## src/lcas_pkg.sv

```systemverilog
`timescale 1ns / 1ps
// ----------------------------------------------------------------------------
// Load cell ADC sampler package
// Shared transaction types, register indexes and constants for the sampler.
// ----------------------------------------------------------------------------
package lcas_pkg;

  // Width of one conversion result and of the running sum.
  localparam int DATA_BITS = 24;
  localparam int SUM_BITS  = 32;
  localparam int PULSE_BITS = 5;

  // Clock pulses per read for each gain and channel selection.
  localparam logic [PULSE_BITS-1:0] PULSES_A128 = PULSE_BITS'(25);
  localparam logic [PULSE_BITS-1:0] PULSES_B32  = PULSE_BITS'(26);
  localparam logic [PULSE_BITS-1:0] PULSES_A64  = PULSE_BITS'(27);

  // Gain selection codes.
  localparam logic [1:0] GAIN_A128 = 2'd0;
  localparam logic [1:0] GAIN_B32  = 2'd1;

  // Configuration register indexes.
  typedef enum logic [2:0] {
    CFG_GAIN_CHANNEL   = 3'd0,
    CFG_INTERVAL       = 3'd1,
    CFG_SAMPLE_COUNT   = 3'd2,
    CFG_HALF_PERIOD    = 3'd3,
    CFG_SETTLE         = 3'd4,
    CFG_SLEEP_HOLD     = 3'd5,
    CFG_READY_TIMEOUT  = 3'd6,
    CFG_SLEEP_BETWEEN  = 3'd7
  } cfg_idx_t;

  // One timebase tick worth of input.
  typedef struct packed {
    logic dout_level;
    logic clear_new;
  } in_item_t;

  // Sampler status after one tick.
  typedef struct packed {
    logic                        sck_level;
    logic signed [SUM_BITS-1:0]  sample_sum;
    logic signed [DATA_BITS-1:0] last_sample;
    logic                        data_valid;
    logic                        new_data;
    logic                        sleeping;
  } out_item_t;

  // Total clock pulses for a read; every other selector code behaves like 64.
  function automatic logic [PULSE_BITS-1:0] pulse_total(input logic [1:0] gain);
    logic [PULSE_BITS-1:0] total;
    case (gain)
      GAIN_A128: total = PULSES_A128;
      GAIN_B32:  total = PULSES_B32;
      default:   total = PULSES_A64;
    endcase
    return total;
  endfunction

endpackage

```

## src/load_cell_adc_sampler.sv

```systemverilog
`timescale 1ns / 1ps
// ----------------------------------------------------------------------------
// Load cell ADC sampler
// Drives the serial clock of a load-cell converter, reads and sums batches of
// 24-bit conversions, and reports clock level, sum and status per tick.
// ----------------------------------------------------------------------------
// Usage:
//   Each input transaction on in_* is one timebase tick carrying the sampled
//   converter data pin and a clear request for the new-data flag. Every
//   accepted tick produces exactly one output transaction on out_* with the
//   clock pin level and the status after that tick.
//   The sequencer update is a single pass of logic between the state
//   registers and the output register. One tick can be accepted every cycle
//   while in_stall is low; each result is registered into the output
//   register, or into the one skid entry while the output register is full,
//   so a tick is still accepted while an earlier result waits. in_stall
//   rises only once both entries are full, i.e. after the receiver has stalled
//   with a second result pending; ticks then wait until out_stall drops.
//   Configuration registers are written through cfg_we/cfg_addr/cfg_wdata
//   and take effect on the next tick; write them only while idle.
//   Reset (rst_n low, synchronous) loads the default register values, puts
//   the sequencer in the interval wait with the converter marked asleep
//   (clock pin high) and empties the output buffer.
// ----------------------------------------------------------------------------
module load_cell_adc_sampler (
  input  logic               clk,
  input  logic               rst_n,
  // Tick input channel
  input  logic               in_valid,
  output logic               in_stall,
  input  lcas_pkg::in_item_t in_data,
  // Result channel
  output logic               out_valid,
  input  logic               out_stall,
  output lcas_pkg::out_item_t out_data,
  // Configuration write port
  input  logic               cfg_we,
  input  lcas_pkg::cfg_idx_t cfg_addr,
  input  logic [31:0]        cfg_wdata
);
  import lcas_pkg::*;

  // Sequencer phases.
  typedef enum logic [5:0] {
    PH_WAIT  = 6'b000001,
    PH_WAKE  = 6'b000010,
    PH_READY = 6'b000100,
    PH_HIGH  = 6'b001000,
    PH_LOW   = 6'b010000,
    PH_SLEEP = 6'b100000
  } phase_t;

  // Configuration registers.
  logic [1:0]  gain_channel_r;
  logic [31:0] interval_ticks_r;
  logic [7:0]  sample_count_r;
  logic [7:0]  half_period_ticks_r;
  logic [31:0] settle_ticks_r;
  logic [15:0] sleep_hold_ticks_r;
  logic [31:0] ready_timeout_ticks_r;
  logic        sleep_between_r;

  // Sequencer state.
  phase_t                phase_r, phase_nxt;
  logic [31:0]           tick_count_r, tick_count_nxt;
  logic [PULSE_BITS-1:0] pulses_left_r, pulses_left_nxt;
  logic [DATA_BITS-1:0]  shift_bits_r, shift_bits_nxt;
  logic [DATA_BITS-1:0]  latest_value_r, latest_value_nxt;
  logic [SUM_BITS-1:0]   running_sum_r, running_sum_nxt;
  logic [7:0]            samples_left_r, samples_left_nxt;
  logic                  valid_flag_r, valid_flag_nxt;
  logic                  new_flag_r, new_flag_nxt;
  logic                  sleep_flag_r, sleep_flag_nxt;

  // Output buffer.
  out_item_t out_r, skid_r, result;
  logic      out_valid_r, skid_valid_r;

  // Helpers.
  logic                  in_accept;
  logic                  out_take;
  logic [31:0]           limit_raw;
  logic [31:0]           limit;
  logic [31:0]           tick_inc;
  logic                  tick_hit;
  logic [PULSE_BITS-1:0] total_pulses;
  logic [PULSE_BITS-1:0] extra_pulses;
  logic [7:0]            samples_dec;
  logic [DATA_BITS-1:0]  sum_source;
  logic [SUM_BITS-1:0]   sum_addend;
  logic                  sck_nxt;

  assign in_accept = in_valid && !in_stall;
  assign out_take  = out_valid_r && !out_stall;
  assign in_stall  = skid_valid_r;
  assign out_valid = out_valid_r;
  assign out_data  = out_r;

  // Configuration writes.
  always_ff @(posedge clk) begin
    if (!rst_n) begin
      gain_channel_r        <= GAIN_A128;
      interval_ticks_r      <= 32'd100000;
      sample_count_r        <= 8'd4;
      half_period_ticks_r   <= 8'd1;
      settle_ticks_r        <= 32'd400000;
      sleep_hold_ticks_r    <= 16'd80;
      ready_timeout_ticks_r <= 32'd200000;
      sleep_between_r       <= 1'b1;
    end else if (cfg_we) begin
      case (cfg_addr)
        CFG_GAIN_CHANNEL:  gain_channel_r        <= cfg_wdata[1:0];
        CFG_INTERVAL:      interval_ticks_r      <= cfg_wdata;
        CFG_SAMPLE_COUNT:  sample_count_r        <= cfg_wdata[7:0];
        CFG_HALF_PERIOD:   half_period_ticks_r   <= cfg_wdata[7:0];
        CFG_SETTLE:        settle_ticks_r        <= cfg_wdata;
        CFG_SLEEP_HOLD:    sleep_hold_ticks_r    <= cfg_wdata[15:0];
        CFG_READY_TIMEOUT: ready_timeout_ticks_r <= cfg_wdata;
        CFG_SLEEP_BETWEEN: sleep_between_r       <= cfg_wdata[0];
        default: begin
        end
      endcase
    end
  end

  // Duration of the current phase; a zero duration counts as one tick.
  always_comb begin
    case (phase_r)
      PH_WAKE:  limit_raw = settle_ticks_r;
      PH_READY: limit_raw = ready_timeout_ticks_r;
      PH_HIGH:  limit_raw = {24'd0, half_period_ticks_r};
      PH_LOW:   limit_raw = {24'd0, half_period_ticks_r};
      PH_SLEEP: limit_raw = {16'd0, sleep_hold_ticks_r};
      default:  limit_raw = interval_ticks_r;
    endcase
  end

  assign limit    = (limit_raw == 32'd0) ? 32'd1 : limit_raw;
  assign tick_inc = tick_count_r + 32'd1;
  assign tick_hit = (tick_inc >= limit);

  assign total_pulses = pulse_total(gain_channel_r);
  assign extra_pulses = total_pulses - PULSE_BITS'(DATA_BITS);
  assign samples_dec  = (samples_left_r != 8'd0) ? samples_left_r - 8'd1 : 8'd0;

  // The conversion added to the sum: a fresh one, or the stale one on timeout.
  assign sum_source = (phase_r == PH_LOW) ? shift_bits_r : latest_value_r;
  assign sum_addend = {{(SUM_BITS-DATA_BITS){sum_source[DATA_BITS-1]}}, sum_source};

  // Sequencer next state for one tick.
  always_comb begin
    phase_nxt        = phase_r;
    tick_count_nxt   = tick_count_r;
    pulses_left_nxt  = pulses_left_r;
    shift_bits_nxt   = shift_bits_r;
    latest_value_nxt = latest_value_r;
    running_sum_nxt  = running_sum_r;
    samples_left_nxt = samples_left_r;
    valid_flag_nxt   = valid_flag_r;
    new_flag_nxt     = new_flag_r && !in_data.clear_new;
    sleep_flag_nxt   = sleep_flag_r;

    case (phase_r)
      PH_WAKE: begin
        tick_count_nxt = tick_hit ? 32'd0 : tick_inc;
        if (tick_hit) begin
          sleep_flag_nxt   = 1'b0;
          running_sum_nxt  = '0;
          samples_left_nxt = (sample_count_r != 8'd0) ? sample_count_r : 8'd1;
          phase_nxt        = PH_READY;
        end
      end
      PH_READY: begin
        if (!in_data.dout_level) begin
          pulses_left_nxt = total_pulses;
          shift_bits_nxt  = '0;
          tick_count_nxt  = 32'd0;
          phase_nxt       = PH_HIGH;
        end else begin
          tick_count_nxt = tick_hit ? 32'd0 : tick_inc;
          if (tick_hit) begin
            // Timeout: the previous conversion is summed again.
            running_sum_nxt  = running_sum_r + sum_addend;
            samples_left_nxt = samples_dec;
            if (samples_dec == 8'd0) begin
              new_flag_nxt = new_flag_nxt || valid_flag_r;
              phase_nxt    = sleep_between_r ? PH_SLEEP : PH_WAIT;
            end else begin
              phase_nxt = PH_READY;
            end
          end
        end
      end
      PH_HIGH: begin
        tick_count_nxt = tick_hit ? 32'd0 : tick_inc;
        if (tick_hit) begin
          // Only the data bits are shifted in; the trailing gain pulses are not.
          if (pulses_left_r > extra_pulses) begin
            shift_bits_nxt = {shift_bits_r[DATA_BITS-2:0], in_data.dout_level};
          end
          if (pulses_left_r != '0) begin
            pulses_left_nxt = pulses_left_r - PULSE_BITS'(1);
          end
          phase_nxt = PH_LOW;
        end
      end
      PH_LOW: begin
        tick_count_nxt = tick_hit ? 32'd0 : tick_inc;
        if (tick_hit) begin
          if (pulses_left_r == '0) begin
            latest_value_nxt = shift_bits_r;
            valid_flag_nxt   = 1'b1;
            running_sum_nxt  = running_sum_r + sum_addend;
            samples_left_nxt = samples_dec;
            if (samples_dec == 8'd0) begin
              new_flag_nxt = 1'b1;
              phase_nxt    = sleep_between_r ? PH_SLEEP : PH_WAIT;
            end else begin
              phase_nxt = PH_READY;
            end
          end else begin
            phase_nxt = PH_HIGH;
          end
        end
      end
      PH_SLEEP: begin
        tick_count_nxt = tick_hit ? 32'd0 : tick_inc;
        if (tick_hit) begin
          sleep_flag_nxt = 1'b1;
          phase_nxt      = PH_WAIT;
        end
      end
      default: begin
        // Interval wait, also taken for any stray phase code.
        phase_nxt      = PH_WAIT;
        tick_count_nxt = tick_hit ? 32'd0 : tick_inc;
        if (tick_hit) begin
          valid_flag_nxt = 1'b0;
          if (sleep_flag_r) begin
            phase_nxt = PH_WAKE;
          end else begin
            running_sum_nxt  = '0;
            samples_left_nxt = (sample_count_r != 8'd0) ? sample_count_r : 8'd1;
            phase_nxt        = PH_READY;
          end
        end
      end
    endcase
  end

  // Clock pin level and result transaction built from the next state.
  always_comb begin
    case (phase_nxt)
      PH_HIGH:  sck_nxt = 1'b1;
      PH_SLEEP: sck_nxt = 1'b1;
      PH_WAIT:  sck_nxt = sleep_flag_nxt;
      default:  sck_nxt = 1'b0;
    endcase
    result.sck_level   = sck_nxt;
    result.sample_sum  = running_sum_nxt;
    result.last_sample = latest_value_nxt;
    result.data_valid  = valid_flag_nxt;
    result.new_data    = new_flag_nxt;
    result.sleeping    = sleep_flag_nxt;
  end

  // Sequencer state registers, advanced once per accepted tick.
  always_ff @(posedge clk) begin
    if (!rst_n) begin
      phase_r        <= PH_WAIT;
      tick_count_r   <= '0;
      pulses_left_r  <= '0;
      shift_bits_r   <= '0;
      latest_value_r <= '0;
      running_sum_r  <= '0;
      samples_left_r <= '0;
      valid_flag_r   <= 1'b0;
      new_flag_r     <= 1'b0;
      sleep_flag_r   <= 1'b1;
    end else if (in_accept) begin
      phase_r        <= phase_nxt;
      tick_count_r   <= tick_count_nxt;
      pulses_left_r  <= pulses_left_nxt;
      shift_bits_r   <= shift_bits_nxt;
      latest_value_r <= latest_value_nxt;
      running_sum_r  <= running_sum_nxt;
      samples_left_r <= samples_left_nxt;
      valid_flag_r   <= valid_flag_nxt;
      new_flag_r     <= new_flag_nxt;
      sleep_flag_r   <= sleep_flag_nxt;
    end
  end

  // Output register with one skid entry behind it.
  always_ff @(posedge clk) begin
    if (!rst_n) begin
      out_valid_r  <= 1'b0;
      skid_valid_r <= 1'b0;
    end else if (out_take) begin
      if (skid_valid_r) begin
        skid_valid_r <= 1'b0;
      end else begin
        out_valid_r <= in_accept;
      end
    end else if (in_accept) begin
      if (out_valid_r) begin
        skid_valid_r <= 1'b1;
      end else begin
        out_valid_r <= 1'b1;
      end
    end
  end

  // Output payload registers.
  always_ff @(posedge clk) begin
    if (out_take && skid_valid_r) begin
      out_r <= skid_r;
    end else if (in_accept && (out_take || !out_valid_r)) begin
      out_r <= result;
    end
    if (in_accept && out_valid_r && !out_take) begin
      skid_r <= result;
    end
  end

  // The skid entry is only used behind a full output register.
  assert property (@(posedge clk) disable iff (!rst_n)
    skid_valid_r |-> out_valid_r)
    else $error("skid entry holds a transaction while the output register is empty");

  // A data-ready tick in the ready phase starts a read.
  assert property (@(posedge clk) disable iff (!rst_n)
    (in_accept && phase_r == PH_READY && !in_data.dout_level) |=> (phase_r == PH_HIGH))
    else $error("data ready did not start a read");

  // Inside a batch at least one sample is still outstanding.
  assert property (@(posedge clk) disable iff (!rst_n)
    (phase_r == PH_READY || phase_r == PH_HIGH || phase_r == PH_LOW)
      |-> (samples_left_r != 8'd0))
    else $error("batch phase with no samples left");

  // The pulse counter never exceeds the longest read.
  assert property (@(posedge clk) disable iff (!rst_n)
    pulses_left_r <= PULSES_A64)
    else $error("pulse counter out of range");

endmodule
```

## config.mk

```make
export PLATFORM = sky130hd
export DESIGN_NAME = load_cell_adc_sampler
export DESIGN_NICKNAME = d
export VERILOG_FILES = /design/src/lcas_pkg.sv /design/src/load_cell_adc_sampler.sv
export SDC_FILE = /design/constraint.sdc
export NUM_CORES = 1
export LEC_CHECK = 0
export ABC_AREA = 1
export BUFFER_PORTS_ARGS = -buffer_cell sky130_fd_sc_hd__buf_2
export CAP_MARGIN = 20
export CORE_MARGIN = 2
export CORE_UTILIZATION = 62
export CTS_BUF_LIST = sky130_fd_sc_hd__clkbuf_16
export DETAILED_ROUTE_END_ITERATION = 16
export GPL_TIMING_DRIVEN = 0
export HOLD_SLACK_MARGIN = 0.03
export PLACE_DENSITY = 0.83
export SKIP_LAST_GASP = 1
export SLEW_MARGIN = 20
export SYNTH_ARGS = -nofsm -noshare
export SYNTH_HDL_FRONTEND = slang
export SYNTH_SLANG_ARGS = --single-unit
```

## constraint.sdc

```tcl
create_clock -name clk -period 6.6 [get_ports clk]
set_input_delay 0.33 -clock clk [delete_from_list [all_inputs] [get_ports clk]]
set_output_delay 0.33 -clock clk [all_outputs]
set_load 0.01 [all_outputs]
```

# == After elaboration in Yosys (flattened, before gate mapping) ==
# Index checks and enable logic that the tools add are counted.
# op_classes
n_eq_ne,24
order_cmp,2
mux,68
bitwise_logic,2
n_reduce_logical,43
add_sub_neg,5
# op_table
cell,n
32-bit two-way mux,11
32-bit case mux with 4 select lines,2
24-bit two-way mux,7
60-bit two-way mux,2
8-bit two-way mux,9
6-bit two-way mux,9
24-bit case mux with 2 select lines,1
32-bit by 1-bit adder with 32-bit output (second input constant),1
32-bit adder,1
32-bit greater-or-equal comparator,1
32-bit zero test,1
8-bit case mux with 4 select lines,1
6-bit case mux with 5 select lines,1
2-bit AND reduction,10
8-bit nonzero test,2
5-bit two-way mux,3
1-bit two-way mux,14
3-bit == test (second input constant),4
6-bit by 4-bit == test with 1-bit output (second input constant),2
6-bit == test (second input constant),2
2-bit inequality test (second input constant),6
5-bit case mux with 2 select lines,1
5-bit AND reduction,2
8-bit zero test,1
other kinds (28),50
# totals
inputBits,42
elab_cells,176
ff_bits,387
out_inout_bits,62

# == Longest topological paths before layout ==
# depth
ltp_word,14
ltp_mapped,38
depth_no_buf,35

# == Worst setup path before layout ==
# OpenSTA, ideal clock, no wires.
# synth_timing
path_type,reg-to-reg
startpoint,reg skid_valid_r (netlist: in_stall)
endpoint,"reg out_r (netlist bit out_data[0]), enable pin"
t_required_ns,6.039
arrival_ns,5.187
slack_ns,0.852
path_stages_with_launch,6
synth_period_minus_slack_ns,5.748
setup_time_ns,0.561
n_path_buf,2
cell_sequence,dfxtp_1 -> inv_1 -> nand2_1 -> clkbuf_1 -> clkbuf_1 -> o21ai_0
# synth_via
elab_chain_len,4
word_cells_on_any_way,5
classes_between,5 x reduce/logical
# synth_rtl
item,line,rtl
"start, declared",load_cell_adc_sampler.sv:77,"logic out_valid_r, skid_valid_r;"
"start signal, assigned",load_cell_adc_sampler.sv:298,skid_valid_r <= 1'b0;
"start signal, assigned",load_cell_adc_sampler.sv:301,skid_valid_r <= 1'b0;
"start signal, assigned",load_cell_adc_sampler.sv:307,skid_valid_r <= 1'b1;
1-bit zero test,load_cell_adc_sampler.sv:93,assign in_accept = in_valid && !in_stall;
1-bit logical AND,load_cell_adc_sampler.sv:93,
1-bit logical AND,load_cell_adc_sampler.sv:318,end else if (in_accept && (out_take || !out_valid_r)) begin
2-bit nonzero test (no line) *,--,
"end signal, assigned",load_cell_adc_sampler.sv:317,out_r <= skid_r;
"end signal, assigned",load_cell_adc_sampler.sv:319,out_r <= result;
"end, declared",load_cell_adc_sampler.sv:76,"out_item_t out_r, skid_r, result;"
# Mark *: on every way between the ends. The rest lies on a longest branch, timed or not.
# A chain may end at the register's enable or synchronous reset.

# == Worst setup path after layout ==
# layout_timing
startpoint,reg phase_r[0]
endpoint,"reg out_r (netlist bit out_data[31]), data pin"
# layout_via
elab_chain_len,11
word_cells_on_any_way,22
classes_between,1 x add/sub; 1 x order compare; 5 x eq/ne; 12 x mux; 3 x reduce/logical
# layout_rtl
item,line,rtl
"start, declared",load_cell_adc_sampler.sv:64,"phase_t phase_r, phase_nxt;"
"start signal, assigned",load_cell_adc_sampler.sv:281,phase_r <= phase_nxt;
6-bit by 5-bit == test with 1-bit output or 6-bit by 4-bit == test with 1-bit output (tied branches),"load_cell_adc_sampler.sv:128, load_cell_adc_sampler.sv:147, load_cell_adc_sampler.sv:163",
2-bit OR reduction (no line),--,
32-bit case mux with 4 select lines,load_cell_adc_sampler.sv:128,case (phase_r)
32-bit zero test,load_cell_adc_sampler.sv:138,assign limit = (limit_raw == 32'd0) ? 32'd1 : limit_raw;
32-bit two-way mux,load_cell_adc_sampler.sv:138,
32-bit greater-or-equal comparator,load_cell_adc_sampler.sv:140,assign tick_hit = (tick_inc >= limit);
32-bit two-way mux,load_cell_adc_sampler.sv:181,if (tick_hit) begin
32-bit two-way mux,load_cell_adc_sampler.sv:174,if (!in_data.dout_level) begin
32-bit case mux with 4 select lines *,load_cell_adc_sampler.sv:163,case (phase_r)
60-bit two-way mux *,load_cell_adc_sampler.sv:318,
60-bit two-way mux *,load_cell_adc_sampler.sv:316,if (out_take && skid_valid_r) begin
# Mark *: on every way between the ends. The rest lies on a longest branch, timed or not. The select of a mux whose other input is x is not followed.

==> flow_metrics.py <==
metrics = {
    "routing": {
        "drc": 0,
        "first_pass_iters": 6,
        "wl_um": 59500,
        "postRouteAntennaNets": 0,
        "viasPerCell": 5.72,
        "route.vias.total": 19385,
        "drt-initial-drc-count": 1810,
        "wl_per_cell_um": 17.6,
    },
    "worst_setup_path": {
        "cp-startpoint": "phase_r[0]",
        "worstSetupStartpointType": "flip-flop",
        "crit_type": "flip-flop to flip-flop",
        "rr_startpoint": "phase_r[0]",
        "cp-end-kind": "flip-flop",
        "crit_fanout": 10,
        "required_ps": 6960,
        "arrival_ps": 5500,
    },
    "cells_and_area": {
        "fillCellCount": 2684,
        "antenna_cells": 0,
        "drive_gt1_share_pct": 8.45,
        "syn_to_final_growth_pct": 12.1,
        "fin_nets": 3028,
        "final_cell_area_sq_mm": 0.0226,
    },
    "place": {
        "postPlaceCellArea_sq_mm": 0.0214,
        "gp_congestion": 0.950,
        "dp_slack_ps": 1690,
        "dp_hpwl_um": 44800,
        "io_buffers": 101,
    },
    "grt": {
        "grt_overflow": 0,
        "first_global_vias": 18249,
        "grt_pass1_wl_um": 93900,
        "antenna_found_initial": 0,
        "grt_start_max_net_pins": 28,
        "grt_usage_pct": 35.1,
    },
    "synthesis": {
        "async_flop_share_pct": 0,
        "synthFlopType": "dfxtp_1",
        "synthCells": 2769,
        "synth_nets": 2880,
        "syn-cell-area_sq_mm": 0.0202,
        "yosysSeqAreaShare_pct": 44.3,
        "ys_warn_count": 0,
        "ys_ff_latch": 387,
        "synth_cell_type_count": 55,
        "synth_edf_count": 120,
        "synth.avg_cell_area_sq_um": 7.29,
    },
    "floorplanning": {
        "fp.dieW_um": 184,
        "rows": 66,
        "core_sq_mm": 0.0323,
        "io_pins": 104,
        "dieArea_sq_mm": 0.0340,
        "dieHeight_um": 184,
        "start_util_pct": 62.6,
    },
    "power": {
        "p_leak_nw": 10.3,
        "power.density_mw_per_mm2": 244,
        "totalPowerFinal_mw": 5.53,
        "peakVddDrop_mv": 0.187,
    },
    "clock_network": {
        "cts_sinks": 387,
        "clock_latency_ps": 560,
        "ctsHoldBuffers": 0,
        "clock_path_buffers": 3,
        "cts.clk_slew.worst_paths_ps": 70,
        "cts_tree": "built",
        "cts.htree.levels": 2,
        "cts_root_buf": "clkbuf_16",
        "cts_setup_buffers": 0,
        "numCtsBuffers": 41,
        "ctsResizeCount": 0,
    },
    "sta": {
        "hold_viol_final": 0,
        "hold_slack_ps": 51.7,
        "rsz0062_at_grt": "no",
        "max_freq_mhz": 194,
        "worstMarginPinSlew_ps": 994,
        "fin_skew_ps": 26.4,
        "fin_crit_sh_pct": 78.0,
        "setup_viol": 0,
        "min_period_ps": 5150,
        "report.final.slew_viol_count": 0,
        "slew-limit-headroom_pct": 33.3,
        "layout_setup_ws_ps": 1450,
    },
    "worst_hold_path": {
        "min-delay-start": "cfg_wdata[29]",
        "hold_class": "primary input to flip-flop",
    },
    "outcome": {
        "status": "complete, no violations",
    },
    "run": {
        "max-cap-violations": 0,
    },
}
-- per-layer routing --
layer  vias to the layer above  global-route usage [%]  share of wire (%)
met2                       869                    61.2                 48
met4                         0                    18.7                5.4
li1                       9376                       -                  -
met5                         -                       0                  0
met1                      8954                    42.1                 39
met3                       186                    4.58                7.2
-- synth_stat cells (all sizes together) (8+ instances only) --
| library cell | instances | area share, % |
|---|---|---|
| nand2 | 644 | 12 |
| clkbuf | 94 | 1.8 |
| o211ai | 8 | 0.30 |
| inv | 287 | 5.3 |
| dfxtp | 267 | 26 |
| nand3 | 134 | 3.6 |
| nand4 | 29 | 1.1 |
| edfxtp | 120 | 18 |
| a21oi | 161 | 4.0 |
| nor2 | 437 | 8.3 |
| buf | 31 | 0.93 |
| or2 | 11 | 0.34 |
| nor3 | 22 | 0.63 |
| a31oi | 25 | 0.77 |
| o22ai | 16 | 0.59 |
| xor2 | 27 | 1.2 |
| ha | 68 | 4.2 |
| o21ai | 325 | 8.2 |
| xnor2 | 13 | 0.56 |
-- cell type report --
type	count	area [sq um]	area share [%]
multi-input combinational	1964	9630	42.5
clock inverter	31	220	0.972
buffer	125	542	2.39
tap	442	553	2.44
inverter	293	1100	4.86
sequential	387	8950	39.5
timing repair buffer	105	608	2.68
clock buffer	42	1050	4.64
-- state kept, by name, summed over array words and instances, names as in the netlist, 2 cells and up --
signal                 flops
phase_r                    6
interval_ticks_r          32
shift_bits_r              24
sleep_hold_ticks_r        16
out_data                  60
pulses_left_r              5
half_period_ticks_r        8
skid_r                    60
gain_channel_r             2
ready_timeout_ticks_r     32
settle_ticks_r            32
latest_value_r            24
tick_count_r              32
running_sum_r             32
sample_count_r             8
samples_left_r             8
-- path summary, 6_finish.rpt --
check	slack (ps)	end	depth (start not counted)
max	1450	out_data[31]	25
min	50	settle_ticks_r[29]	3
max reg2reg	1450	out_data[31]	25
min reg2reg	460	ready_timeout_ticks_r[23]	2
-- per-stage QoR --
stage               TNS [ps]  instances  utilization [%]
global placement      -79340       3312             65.8
global route               0       3389             70.1
finish                     0       3389             70.1
floorplan                  0       2769                -
detailed placement         0       3316             66.2
CTS                        0       3389             70.1
-- cell usage in the layout (no fill, tap or decap), drive strengths merged --
cell type	count
nor3	22
fa	1
a221oi	3
nor4	6
nand3b	2
o21a	3
inv	298
xnor2	13
a21boi	2
a31oi	25
a211oi	4
nand4	29
clkbuf	136
clkinv	19
xor2	27
bufinv	2
o21ai	325
o211a	1
edfxtp	120
nand3	134
o21bai	2
o221ai	1
nor2	437
o211ai	8
dfxtp	267
o31ai	7
buf	136
o22ai	16
or2	11
a21o	7
nand2	644
a311oi	1
a21oi	161
ha	68
clkinvlp	5
a22oi	4
-- power breakdown --
group,switching (mW),internal (mW)
combinational,0.469,0.218
clock,0.972,1.24
sequential,0.0573,2.58
total,1.50,4.03
-- logic make-up after synthesis --
logic type	synth area share [%]
and+or+nand+nor	26.3
buffers and inverters	8.13
xor gates and xnor gates	1.73
adders and majority gates	4.31
AOI/OAI and AO/OA	15.2
DFF	44.3
-- critical path, cell delays in order (launching register included) --
cell and delay, ps:
dfxtp_1 370, nor2_4 190, nand4_1 210, inv_2 250, clkbuf_1 630, a22oi_1 290
nand4_1 140, o21ai_1 110, nand4_1 120, nor2_1 40, nand2_1 60, nand2_1 60
ha_1 280, nand4_1 90, nor2_1 110, nor2_1 50, nand2_1 80, nand2_1 70
nand2_1 80, nand2_1 60, nand2_2 190, nand2_1 440, buf_2 380, o31ai_1 270
inv_1 120, a31oi_1 240
No activity file was read; power rests on OpenSTA's default activity.
